$ cat src/design/ctbc_pkg.sv
// shared types and constants for the cruise tip button controller
package ctbc_pkg;

	// configuration register indexes
	localparam int CFG_IDX_W = 2;
	localparam logic [CFG_IDX_W-1:0] REG_ENABLE   = 2'd0;
	localparam logic [CFG_IDX_W-1:0] REG_DEADBAND = 2'd1;
	localparam logic [CFG_IDX_W-1:0] REG_STEP     = 2'd2;
	localparam logic [CFG_IDX_W-1:0] REG_COOLDOWN = 2'd3;

	// field widths
	localparam int DEADBAND_W = 12;
	localparam int STEP_W     = 12;
	localparam int COOLDOWN_W = 16;
	localparam int CFG_DATA_W = 16;
	localparam int TIME_W     = 32;

	// plan goes stale after this many ms
	localparam logic [TIME_W-1:0] PLAN_TIMEOUT_MS = 32'd500;

	// request kinds
	localparam logic REQ_PLAN = 1'b0;
	localparam logic REQ_TICK = 1'b1;

	typedef struct packed {
		logic                  enable;
		logic [DEADBAND_W-1:0] deadband;
		logic [STEP_W-1:0]     step;
		logic [COOLDOWN_W-1:0] cooldown;
	} cfg_t;

	typedef struct packed {
		logic send;
		logic up;
		logic down;
	} press_t;

endpackage

$ cat src/design/ctbc_ctrl.sv
// controller state and per-word decision logic
module ctbc_ctrl #(
	parameter int COUNTER_BITS = 4,
	parameter int SPEED_BITS   = 16
) (
	input  logic                            clk,
	input  logic                            arst_n,
	input  logic                            fire,
	input  ctbc_pkg::cfg_t                  cfg,
	input  logic                            req_type,
	input  logic [ctbc_pkg::TIME_W-1:0]     now_ms,
	input  logic signed [SPEED_BITS-1:0]    target_speed,
	input  logic                            cruise_on,
	input  logic                            gas_down,
	input  logic                            brake_down,
	input  logic                            button_frame_valid,
	input  logic [COUNTER_BITS-1:0]         button_counter,
	input  logic signed [SPEED_BITS-1:0]    ego_speed,
	output ctbc_pkg::press_t                press
);
	import ctbc_pkg::*;

	localparam int W = SPEED_BITS + 2;

	// architectural state
	logic                          engaged_q;
	logic signed [SPEED_BITS-1:0]  set_speed_q;
	logic signed [SPEED_BITS-1:0]  ceiling_q;
	logic                          hold_up_q;
	logic                          hold_down_q;
	logic                          cool_q;
	logic [TIME_W-1:0]             cool_start_q;
	logic [COUNTER_BITS-1:0]       cnt_press_q;
	logic                          plan_seen_q;
	logic [TIME_W-1:0]             plan_time_q;
	logic signed [SPEED_BITS-1:0]  plan_speed_q;

	// next state
	logic                          engaged_d;
	logic signed [SPEED_BITS-1:0]  set_speed_d;
	logic signed [SPEED_BITS-1:0]  ceiling_d;
	logic                          hold_up_d;
	logic                          hold_down_d;
	logic                          cool_d;
	logic [TIME_W-1:0]             cool_start_d;
	logic [COUNTER_BITS-1:0]       cnt_press_d;
	logic                          plan_seen_d;
	logic [TIME_W-1:0]             plan_time_d;
	logic signed [SPEED_BITS-1:0]  plan_speed_d;

	// engage-adjusted view of the state
	logic                          engage;
	logic signed [SPEED_BITS-1:0]  ego_clamp;
	logic signed [SPEED_BITS-1:0]  set_e;
	logic signed [SPEED_BITS-1:0]  ceil_e;
	logic                          hold_up_e;
	logic                          hold_down_e;
	logic                          cool_e;

	// timing checks
	logic [TIME_W-1:0] plan_age;
	logic [TIME_W-1:0] cool_age;
	logic              fresh;
	logic              cooling;

	// speed error path
	logic signed [SPEED_BITS-1:0] want;
	logic signed [W-1:0]          set_x;
	logic signed [W-1:0]          ceil_x;
	logic signed [W-1:0]          err;
	logic signed [W-1:0]          db_x;
	logic signed [W-1:0]          step_x;
	logic signed [W-1:0]          up_n;
	logic signed [W-1:0]          dn_n;
	logic                         big_err;
	logic                         err_pos;
	logic signed [SPEED_BITS-1:0] up_set;
	logic signed [SPEED_BITS-1:0] dn_set;

	assign engage      = cruise_on && !engaged_q;
	assign ego_clamp   = ego_speed[SPEED_BITS-1] ? '0 : ego_speed;
	assign set_e       = engage ? ego_clamp : set_speed_q;
	assign ceil_e      = engage ? ego_clamp : ceiling_q;
	assign hold_up_e   = engage ? 1'b0 : hold_up_q;
	assign hold_down_e = engage ? 1'b0 : hold_down_q;
	assign cool_e      = engage ? 1'b0 : cool_q;

	assign plan_age = now_ms - plan_time_q;
	assign cool_age = now_ms - cool_start_q;
	assign fresh    = plan_seen_q && (plan_age <= PLAN_TIMEOUT_MS);
	assign cooling  = cool_e && (cool_age < {{(TIME_W-COOLDOWN_W){1'b0}}, cfg.cooldown});

	// target limited by ceiling, error against set speed
	assign want    = (plan_speed_q < ceil_e) ? plan_speed_q : ceil_e;
	assign set_x   = {{2{set_e[SPEED_BITS-1]}}, set_e};
	assign ceil_x  = {{2{ceil_e[SPEED_BITS-1]}}, ceil_e};
	assign err     = {{2{want[SPEED_BITS-1]}}, want} - set_x;
	assign db_x    = {{(W-DEADBAND_W){1'b0}}, cfg.deadband};
	assign step_x  = {{(W-STEP_W){1'b0}}, cfg.step};
	assign big_err = (err >= db_x) || (err <= -db_x);
	assign err_pos = !err[W-1] && (err != '0);

	// next set speed for either tip direction
	assign up_n   = set_x + step_x;
	assign dn_n   = set_x - step_x;
	assign up_set = (up_n < ceil_x) ? up_n[SPEED_BITS-1:0] : ceil_e;
	assign dn_set = (dn_n > $signed({W{1'b0}})) ? dn_n[SPEED_BITS-1:0] : '0;

	// decision for one word
	always_comb begin
		engaged_d    = engaged_q;
		set_speed_d  = set_speed_q;
		ceiling_d    = ceiling_q;
		hold_up_d    = hold_up_q;
		hold_down_d  = hold_down_q;
		cool_d       = cool_q;
		cool_start_d = cool_start_q;
		cnt_press_d  = cnt_press_q;
		plan_seen_d  = plan_seen_q;
		plan_time_d  = plan_time_q;
		plan_speed_d = plan_speed_q;
		press        = '0;
		if (req_type == REQ_PLAN) begin
			plan_speed_d = target_speed;
			plan_seen_d  = 1'b1;
			plan_time_d  = now_ms;
		end else if (cfg.enable) begin
			set_speed_d = set_e;
			ceiling_d   = ceil_e;
			hold_up_d   = hold_up_e;
			hold_down_d = hold_down_e;
			cool_d      = cool_e;
			if (!cruise_on) begin
				engaged_d   = 1'b0;
				hold_up_d   = 1'b0;
				hold_down_d = 1'b0;
			end else begin
				engaged_d = 1'b1;
				if (gas_down || brake_down || !button_frame_valid) begin
					hold_up_d   = 1'b0;
					hold_down_d = 1'b0;
				end else if (hold_up_e || hold_down_e) begin
					press = '{send: 1'b1, up: hold_up_e, down: hold_down_e};
					if (button_counter != cnt_press_q) begin
						hold_up_d    = 1'b0;
						hold_down_d  = 1'b0;
						cool_d       = 1'b1;
						cool_start_d = now_ms;
					end
				end else begin
					if (cool_e && !cooling)
						cool_d = 1'b0;
					if (!cooling && fresh && big_err) begin
						cnt_press_d = button_counter;
						if (err_pos) begin
							hold_up_d   = 1'b1;
							set_speed_d = up_set;
							press       = '{send: 1'b1, up: 1'b1, down: 1'b0};
						end else begin
							hold_down_d = 1'b1;
							set_speed_d = dn_set;
							press       = '{send: 1'b1, up: 1'b0, down: 1'b1};
						end
					end
				end
			end
		end
	end

	// state update when a word is processed
	always_ff @(posedge clk or negedge arst_n) begin
		if (!arst_n) begin
			engaged_q    <= 1'b0;
			set_speed_q  <= '0;
			ceiling_q    <= '0;
			hold_up_q    <= 1'b0;
			hold_down_q  <= 1'b0;
			cool_q       <= 1'b0;
			cool_start_q <= '0;
			cnt_press_q  <= '0;
			plan_seen_q  <= 1'b0;
			plan_time_q  <= '0;
			plan_speed_q <= '0;
		end else if (fire) begin
			engaged_q    <= engaged_d;
			set_speed_q  <= set_speed_d;
			ceiling_q    <= ceiling_d;
			hold_up_q    <= hold_up_d;
			hold_down_q  <= hold_down_d;
			cool_q       <= cool_d;
			cool_start_q <= cool_start_d;
			cnt_press_q  <= cnt_press_d;
			plan_seen_q  <= plan_seen_d;
			plan_time_q  <= plan_time_d;
			plan_speed_q <= plan_speed_d;
		end
	end

endmodule

$ cat src/design/cruise_tip_button_controller.sv
// cruise tip button controller: one accepted word per cycle unless a tick is stalled, press word per tick
// an accepted word waits in the input register until it is decided; a tick's result
//   is then written to the output register and offered on the output from there
// throughput: one word per cycle unless a tick is stalled, set by the single decision stage after the input register
// plan updates produce no output word; ticks produce exactly one
// reset (arst_n low): all controller state, configuration and valid flags clear to zero
module cruise_tip_button_controller #(
	parameter int COUNTER_BITS = 4,
	parameter int SPEED_BITS   = 16
) (
	input  logic                                clk,
	input  logic                                arst_n,
	input  logic                                cfg_we,
	input  logic [ctbc_pkg::CFG_IDX_W-1:0]      cfg_index,
	input  logic [ctbc_pkg::CFG_DATA_W-1:0]     cfg_data,
	input  logic                                req_valid,
	output logic                                req_ready,
	input  logic                                req_type,
	input  logic [ctbc_pkg::TIME_W-1:0]         now_ms,
	input  logic signed [SPEED_BITS-1:0]        target_speed,
	input  logic                                cruise_on,
	input  logic                                gas_down,
	input  logic                                brake_down,
	input  logic                                button_frame_valid,
	input  logic [COUNTER_BITS-1:0]             button_counter,
	input  logic signed [SPEED_BITS-1:0]        ego_speed,
	output logic                                rsp_valid,
	input  logic                                rsp_ready,
	output logic                                send_press,
	output logic                                press_up,
	output logic                                press_down
);
	import ctbc_pkg::*;

	cfg_t   cfg_q;
	press_t press;
	press_t press_q;
	logic   rsp_valid_q;

	// input register
	logic                          valid_s1;
	logic                          req_type_s1;
	logic [TIME_W-1:0]             now_ms_s1;
	logic signed [SPEED_BITS-1:0]  target_speed_s1;
	logic                          cruise_on_s1;
	logic                          gas_down_s1;
	logic                          brake_down_s1;
	logic                          frame_valid_s1;
	logic [COUNTER_BITS-1:0]       counter_s1;
	logic signed [SPEED_BITS-1:0]  ego_speed_s1;

	logic advance;

	// a plan word always leaves; a tick needs the output register free
	assign advance   = valid_s1 && (req_type_s1 == REQ_PLAN || !rsp_valid_q || rsp_ready);
	assign req_ready = !valid_s1 || advance;

	// configuration registers
	always_ff @(posedge clk or negedge arst_n) begin
		if (!arst_n) begin
			cfg_q <= '0;
		end else if (cfg_we) begin
			case (cfg_index)
				REG_ENABLE:   cfg_q.enable   <= cfg_data[0];
				REG_DEADBAND: cfg_q.deadband <= cfg_data[DEADBAND_W-1:0];
				REG_STEP:     cfg_q.step     <= cfg_data[STEP_W-1:0];
				REG_COOLDOWN: cfg_q.cooldown <= cfg_data[COOLDOWN_W-1:0];
				default:      cfg_q          <= cfg_q;
			endcase
		end
	end

	// input stage valid
	always_ff @(posedge clk or negedge arst_n) begin
		if (!arst_n) begin
			valid_s1 <= 1'b0;
		end else if (req_ready) begin
			valid_s1 <= req_valid;
		end
	end

	// input stage payload
	always_ff @(posedge clk) begin
		if (req_valid && req_ready) begin
			req_type_s1     <= req_type;
			now_ms_s1       <= now_ms;
			target_speed_s1 <= target_speed;
			cruise_on_s1    <= cruise_on;
			gas_down_s1     <= gas_down;
			brake_down_s1   <= brake_down;
			frame_valid_s1  <= button_frame_valid;
			counter_s1      <= button_counter;
			ego_speed_s1    <= ego_speed;
		end
	end

	ctbc_ctrl #(
		.COUNTER_BITS (COUNTER_BITS),
		.SPEED_BITS   (SPEED_BITS)
	) u_ctrl (
		.clk                (clk),
		.arst_n             (arst_n),
		.fire               (advance),
		.cfg                (cfg_q),
		.req_type           (req_type_s1),
		.now_ms             (now_ms_s1),
		.target_speed       (target_speed_s1),
		.cruise_on          (cruise_on_s1),
		.gas_down           (gas_down_s1),
		.brake_down         (brake_down_s1),
		.button_frame_valid (frame_valid_s1),
		.button_counter     (counter_s1),
		.ego_speed          (ego_speed_s1),
		.press              (press)
	);

	// output register valid
	always_ff @(posedge clk or negedge arst_n) begin
		if (!arst_n) begin
			rsp_valid_q <= 1'b0;
		end else if (advance && req_type_s1 == REQ_TICK) begin
			rsp_valid_q <= 1'b1;
		end else if (rsp_ready) begin
			rsp_valid_q <= 1'b0;
		end
	end

	// output register word
	always_ff @(posedge clk) begin
		if (advance && req_type_s1 == REQ_TICK) begin
			press_q <= press;
		end
	end

	assign rsp_valid  = rsp_valid_q;
	assign send_press = press_q.send;
	assign press_up   = press_q.up;
	assign press_down = press_q.down;

endmodule
$ cat config.mk
export PLATFORM = sky130hd
export DESIGN_NAME = cruise_tip_button_controller
export DESIGN_NICKNAME = d
export VERILOG_FILES = /design/src/design/ctbc_pkg.sv /design/src/design/ctbc_ctrl.sv /design/src/design/cruise_tip_button_controller.sv
export SDC_FILE = /design/constraint.sdc
export NUM_CORES = 1
export LEC_CHECK = 0
export ABC_AREA = 1
export BUFFER_PORTS_ARGS = -buffer_cell sky130_fd_sc_hd__buf_4
export CORE_ASPECT_RATIO = 0.6
export CORE_UTILIZATION = 40
export CTS_CLUSTER_DIAMETER = 40
export DETAILED_ROUTE_END_ITERATION = 7
export HOLD_SLACK_MARGIN = 0.02
export PLACE_DENSITY = 0.65
export SYNTH_ARGS = -nofsm -noshare
export SYNTH_HDL_FRONTEND = slang
export SYNTH_SLANG_ARGS = --single-unit
$ cat constraint.sdc
create_clock -name clk -period 11.7 [get_ports clk]
set_clock_uncertainty 0.05 [all_clocks]
set_input_delay 3.51 -clock clk [delete_from_list [all_inputs] [get_ports clk]]
set_output_delay 3.51 -clock clk [all_outputs]
set_load 0.01 [all_outputs]
==> summary.md, run 1 <==
| Metric | Value |
|---|---|
| Share of cell area taken by muxes after synthesis | 0.919% |
| Number of DRC violations after detailed-routing iteration 0 | 2,336 |
| Number of buffers and inverters on the critical path | 6 |
| Critical path class | register to register |
| Number of endpoints with negative hold slack in the final report | 0 |
| Clock tree from TritonCTS | yes |
| Data required, critical path | 12,070 ps |
| Largest family of logic cells by synthesized area | simple AND/OR/NAND/NOR gates |
| Class of the tightest hold or removal check | register to register |
| Timing startpoint of the critical path | cruise_on_s1 |
| Detailed-router iteration count before antenna repair | 8 |
| Post-synthesis instance area | 0.0196 mm² |
| Grt total ovfl | 0 |
| Area enclosed by the die boundary | 0.0499 mm² |
| Compound-gate portion of the synthesized area | 10.6% |
| Initial antenna violation count | 1 |
| Total of cells resized after clock tree synthesis | 0 |
| Via count normalized by instance count | 5.12 |
| Pre-CTS setup slack | 3850 ps |
| Violations in the final reports | DRC |
| Vias in the first global route | 16,521 |
| Clock sink count | 240 |
| Power, Total | 5.86 mW |
| Cell count along the critical path | 43 |
| Worst setup slack after layout | 3600 ps |
| Count of max-cap constraint violations | 0 |
| Fin util | 46.3% |
| LEAKAGE | 12.0 nW |
| # fillers | 5,015 |
| Count of vias placed by the detailed router | 18,836 |
| Syn. warnings | 0 |
| Most used routing layer | met1 |
| IO Count | 101 |
| Wire length of the first global-routing pass | 99,700 µm |
| Final #Nets | 3,289 |
| Maximum vdd drop | 0.233 mV |
| Cts bufs inserted | 35 |
| Layout cell share with drive strength beyond 1 | 6.98% |
| Setup crit start kind | register |
| Hold Path Stages | 1 |
| Port Buffers | 100 |
| Maximum single-stage delay on the critical path | 550 ps |
| Global placer's final weighted congestion | 1.04 |
| H-tree level count | 2 |
| Post-CTS Setup Repair Bufs | 0 |
| Post-DRT Antenna Nets | 0 |
| DP Wirelength | 52,100 µm |
| Met2 usage | 29.2% |
| Final setup viols | 0 |
| Async set or reset register ratio after synthesis | 68.3% |
| Post-synth net total | 3,189 |
| Number of instances in the placed design | 3,614 |
| Synth area leaders | dfrtp_1, nand2_1, edfxtp_1 |
| Overall die width | 288 µm |
| GRT Overall Usage | 26.0% |
| Run status | complete, but fails checks |
| CTS hold repair buffers | 0 |
| Global-route met3 utilization | 8.36% |
| Average routed wire per standard cell | 17.5 µm |
| Count of distinct cell types in the synthesized netlist | 47 |
| Worst EP arrival | 8470 ps |
| Maximum clock rate | 123 MHz |
| Final non-filler cell total | 3,677 |
| Most used cell, CP | nand2_1 |
| Shortest period the worst path allows | 8100 ps |
| #FFs+latches synth | 240 |
| Initial Utilization | 40.8% |
| Core ar. | 0.0481 mm² |
| Final wirelength | 64,400 µm |
| Area share of the largest cell type after synthesis | 20.9% |
| Summed area of non-filler cells in the final layout | 0.0223 mm² |
| Clock root buffer | clkbuf_16 |
| Top FF cell, synth | dfrtp_1 |
| Post-synthesis share of cell area spent on full adders, half adders and majority gates | 11.8% |
| Average cell area after synthesis | 6.74 µm² |
| Relative slew slack | 22.7% |
| Worst hold slack | 423 ps |
| Ranking of synthesized cells by instance count | nand2_1, inv_1, nor2_1 |
| Reg2reg start | cruise_on_s1 |
| Final Slew Violations | 0 |
| Area share of xor/xnor cells in the synthesized design | 3.04% |
| Simple-Gate Fraction of Synth Area | 29.7% |
| Number of enable flip-flop cells after synthesis | 76 |
| Synth area leader | dfrtp_1 |
| Placed Instance Area | 0.0211 mm² |
| Detailed-route DRC error count | 12 |
| Highest fanout seen on the critical path | 17 |
| Area delta synth->final | 13.6% |
| Hold_sp | target_speed_s1[0] |
| Part of the cycle the worst path needs | 69.3% |
| Die boundary height | 174 µm |
| Setup repair after global routing missed its margin | no |
| Type of destination of the critical path | register |
| Part of the Yosys area used for sequential elements | 32.6% |
| Clock latency reported for the late side of the worst-skew pair | 530 ps |
| Deepest clock path buffer count | 3 |
| Instance count of the mapped netlist | 2,911 |
| Crit path max-delay family | simple AND/OR/NAND/NOR gates |
| Ant diodes | 0 |
| Number of rows created at floorplan | 62 |
| Maximum number of pins on one net before global-route repair | 82 |
| Most instantiated library cell after synthesis | nand2_1 |
| Actual slew at the worst max-slew pin | 1160 ps |
| Ratio of total power to cell area | 263 mW/mm² |
| Accumulated negative setup slack | 0 ps |
| Slowest cell on crit path | xor2_2 |
| Number of cell instances on the worst register-to-register path | 43 |
| Met1 track utilization from global routing | 45.0% |
| Clock transition at the registers of the reported paths | 60 ps |
-- final timing paths --
kind	to	slack [ps]
min in group asynchronous	u_ctrl.ceiling_q[12]	2850
max in group asynchronous	u_ctrl.plan_time_q[5]	7460
worst max register to register	u_ctrl.set_speed_q[12]	3600
worst max-delay path	u_ctrl.set_speed_q[12]	3600
worst min register to register	u_ctrl.plan_speed_q[0]	420
worst min-delay path	u_ctrl.plan_speed_q[0]	420
-- cells by family (layout without fill, tap and decap cells) --
| group | count (synthesis) | count (layout) |
|---|---|---|
| flip-flops | 240 | 240 |
| adder cells (fa/ha/maj) | 182 | 182 |
| AND/OR/NAND/NOR | 1417 | 1417 |
| multiplexers | 16 | 16 |
| AO/OA/AOI/OAI | 394 | 394 |
| XOR/XNOR | 68 | 68 |
| buffers and inverters | 594 | 720 |
-- layout by cell type (no fill, tap or decap), types with 10 or more instances in the layout --
cell       netlist  layout
and2_1          10      10
buf_4            1     111
nand2_1        896     895
o21ai_0        199     199
dfrtp_1        164     164
nand4_1         50      50
nand3_1        160     159
inv_1          544     543
o21bai_1        10      10
nand3b_1        12      12
clkbuf_16        0      37
edfxtp_1        76      76
xor2_1          58      57
nor2_1         233     233
nor3_1          31      31
a21oi_1        150     150
mux2_2          16      16
xnor2_1         10      10
ha_1           178     178
-- state kept, by name, summed over array words and instances (netlist names), 4 cells and up --
signal and flops:
cfg_q 41, counter_s1 4, ego_speed_s1 16, now_ms_s1 32, target_speed_s1 16, u_ctrl.ceiling_q 16, u_ctrl.cnt_press_q 4, u_ctrl.cool_start_q 32
u_ctrl.plan_speed_q 16, u_ctrl.plan_time_q 32, u_ctrl.set_speed_q 16
-- final cells by class --
cell class	instances	area [µm²]	area share [%]
flip-flops and latches	240	6390	28.7
well taps	640	801	3.60
clock inverters	20	230	1.03
clock buffers	43	968	4.35
repair buffers	112	845	3.79
inverters	545	2050	9.19
multi-input cells	2077	11000	49.4
-- power by group --
| part | internal (mW) | switching (mW) |
|---|---|---|
| sequential | 0.991 | 0.0979 |
| clock | 0.652 | 0.443 |
| combinational | 1.19 | 2.48 |
| total | 2.83 | 3.03 |
-- routing by layer --
layer	wire [µm]	up-vias
li1	-	9451
met3	8410	57
met2	20700	846
met4	963	0
met1	34300	8482
met5	0	-
No activity file was read; power rests on OpenSTA's default activity.
==> run 2: changes to the inputs <==
==> constraint.sdc (replaced) <==
create_clock -name clk -period 8.45 [get_ports clk]
set_clock_uncertainty 0.05 [all_clocks]
set_input_delay 2.535 -clock clk [delete_from_list [all_inputs] [get_ports clk]]
set_output_delay 2.535 -clock clk [all_outputs]
set_load 0.01 [all_outputs]
==> summary.md, run 2 (same netlist as run 1, synthesis figures left out) <==
| Metric | Value |
|---|---|
| Reg2reg start | u_ctrl.engaged_q (was cruise_on_s1) |
| H-tree level count | 2 (unchanged) |
| CTS hold repair buffers | 0 (unchanged) |
| Core ar. | 0.0481 mm² (unchanged) |
| Port Buffers | 100 (unchanged) |
| IO Count | 101 (unchanged) |
| Timing startpoint of the critical path | u_ctrl.engaged_q (was cruise_on_s1) |
| Shortest period the worst path allows | 7560 ps (was 8100 ps) |
| Final #Nets | 3,295 (was 3,289) |
| Total internal power | 3.91 mW (was 2.83 mW) |
| Grt total ovfl | 0 (unchanged) |
| Combinational power share | 63.5% (was 62.7%) |
| Clock latency reported for the late side of the worst-skew pair | 540 ps (was 530 ps) |
| Global placer's final weighted congestion | 1.03 (was 1.04) |
| Pre-CTS setup slack | 683 ps (was 3850 ps) |
| Part of the cycle the worst path needs | 89.5% (was 69.3%) |
| Hold_sp | target_speed_s1[3] (was target_speed_s1[0]) |
| Maximum number of pins on one net before global-route repair | 82 (unchanged) |
| Setup crit start kind | register (unchanged) |
| Number of cell instances on the worst register-to-register path | 38 (was 43) |
| Wire length of the first global-routing pass | 99,200 µm (was 99,700 µm) |
| Cts bufs inserted | 36 (was 35) |
| Class of the tightest hold or removal check | register to register (unchanged) |
| Sink of the worst hold path | u_ctrl.plan_speed_q[3] (was u_ctrl.plan_speed_q[0]) |
| Crit Reg-Reg Endpoint | u_ctrl.set_speed_q[12] (unchanged) |
| Summed area of non-filler cells in the final layout | 0.0223 mm² (about the same) |
| Hold Path Stages | 1 (unchanged) |
| Worst setup slack after layout | 888 ps (was 3600 ps) |
| Setup repair after global routing missed its margin | no (unchanged) |
| Clock sink count | 240 (unchanged) |
| Final Slew Violations | 0 (unchanged) |
| Final setup viols | 0 (unchanged) |
| Via count normalized by instance count | 5.12 (about the same) |
| Area enclosed by the die boundary | 0.0499 mm² (unchanged) |
| Ratio of total power to cell area | 368 mW/mm² (was 263 mW/mm²) |
| Ant diodes | 0 (unchanged) |
| Die boundary height | 174 µm (unchanged) |
| Data required, critical path | 8820 ps (was 12,070 ps) |
| GRT Overall Usage | 26.0% (about the same) |
| LEAKAGE | 12.0 nW (unchanged) |
| Average routed wire per standard cell | 17.8 µm (was 17.5 µm) |
| Critical path class | register to register (unchanged) |
| Count of max-cap constraint violations | 0 (unchanged) |
| Violations in the final reports | DRC (unchanged) |
| Initial Utilization | 40.8% (unchanged) |
| Maximum clock rate | 132 MHz (was 123 MHz) |
| Largest register FFs | 41 (unchanged) |
| Count of vias placed by the detailed router | 18,851 (was 18,836) |
| Clock transition at the registers of the reported paths | 60 ps (about the same) |
| Initial antenna violation count | 0 (was 1) |
| Run status | complete, but fails checks (unchanged) |
| Most flop-heavy register | cfg_q (unchanged) |
| DP Wirelength | 53,000 µm (was 52,100 µm) |
| Vias in the first global route | 16,352 (was 16,521) |
| Switch share | 52.3% (was 51.6%) |
| Worst EP arrival | 7930 ps (was 8470 ps) |
| Highest fanout seen on the critical path | 28 (was 17) |
| Area delta synth->final | 13.7% (was 13.6%) |
| Layout cell share with drive strength beyond 1 | 7.16% (was 6.98%) |
| Type of destination of the critical path | register (unchanged) |
| P_sw | 4.29 mW (was 3.03 mW) |
| Slowest cell on crit path | o41ai_1 (was xor2_2) |
| Maximum vdd drop | 0.342 mV (was 0.233 mV) |
| Deepest clock path buffer count | 3 (unchanged) |
| Sequential power share | 18.4% (was 18.6%) |
| Detailed-route DRC error count | 12 (unchanged) |
| Leading cell type in the layout, fill and taps excluded | nand2_1 (unchanged) |
| Detailed-router iteration count before antenna repair | 7 (was 8) |
| Accumulated negative setup slack | 0 ps (unchanged) |
| Actual slew at the worst max-slew pin | 1070 ps (was 1160 ps) |
| Clock tree from TritonCTS | yes (unchanged) |
| Final wirelength | 65,500 µm (was 64,400 µm) |
| Top library cells by usage in the layout, fill and taps aside | nand2_1, inv_1, nor2_1 (unchanged) |
| Placed Instance Area | 0.0211 mm² (about the same) |
| Relative slew slack | 27.7% (was 22.7%) |
| Number of endpoints with negative hold slack in the final report | 0 (unchanged) |
| Clock root buffer | clkbuf_16 (unchanged) |
| Number of rows created at floorplan | 62 (unchanged) |
| Reg2reg setup slack | 890 ps (was 3600 ps) |
| Clk pwr share | 18.1% (was 18.7%) |
| Post-DRT Antenna Nets | 0 (unchanged) |
| Number of DRC violations after detailed-routing iteration 0 | 2,260 (was 2,336) |
| Maximum single-stage delay on the critical path | 590 ps (was 550 ps) |
| Overall die width | 288 µm (unchanged) |
run 2: changes by cell type in the layout (fill, tap and decap cells not counted):
cell	previous run	this run
buf_4	111	116
inv_6	5	10
clkinv_1	0	3
clkinv_2	4	1
clkinvlp_4	1	4
clkbuf_1	4	2
clkbuf_8	2	0
bufinv_16	2	1
clkinv_4	3	2
inv_8	4	3
nor2_1	233	232
nor2_4	0	1
run 2: worst max path at each step:
stage | end | slack, ps
CTS | u_ctrl.set_speed_q[1] | 640
finish | u_ctrl.set_speed_q[12] | 890
global placement | u_ctrl.set_speed_q[1] | 730
floorplan | u_ctrl.set_speed_q[12] | 2350
global route | u_ctrl.set_speed_q[12] | 120
detailed placement | u_ctrl.set_speed_q[1] | 680
run 2: layout make-up:
cell class | count | area (µm²)
clock inverter | 25 | 243
sequential | 240 | 6390
fill | 5072 | 25800
inverter | 545 | 2050
tap | 640 | 801
multi-input combinational | 2077 | 11000
clock buffer | 39 | 933
timing repair buffer | 117 | 882
run 2: timing repair:
action | in CTS | in global routing
resized for setup | 0 | 2
endpoints found under the setup margin | 0 | 24
setup buffers | 0 | 3
run 2: critical path: cells and delay by family, from the launching register on:
kind | cells | cell delay [ps]
buffers and inverters | 6 | 810
XOR/XNOR | 2 | 580
AND/OR/NAND/NOR | 20 | 2670
adder cells (fa/ha/maj) | 4 | 1260
flip-flops | 1 | 400
AO/OA/AOI/OAI | 6 | 1700
run 2: power by group through the flow:
stage	clock network [mW]	registers, mW	logic, mW
2_1_floorplan	0	1.46	3.53
3_3_place_gp	0	1.53	5.01
3_5_place_dp	0	1.52	4.97
4_1_cts	1.51	1.50	5.00
5_1_grt	1.56	1.53	5.82
6_report	1.48	1.51	5.21
run 2: layer usage:
metal / track usage, % / part of all wire, % / vias up
met3: 10.5 / 14 / 51
met5: 0 / 0 / -
met1: 44.4 / 53 / 8521
li1: - / - / 9439
met2: 28.9 / 32 / 840
met4: 2.87 / 0.96 / 0
run 2: per-stage QoR:
| stage | power [mW] | std cells | util (%) | hold WS (ps) |
|---|---|---|---|---|
| floorplan | 4.99 | 2911 | - | 396 |
| global placement | 6.53 | 3616 | 43.8 | 416 |
| detailed placement | 6.49 | 3616 | 43.8 | 413 |
| CTS | 8.02 | 3680 | 46.3 | 426 |
| global route | 8.91 | 3683 | 46.4 | 445 |
| finish | 8.20 | 3683 | 46.4 | 425 |
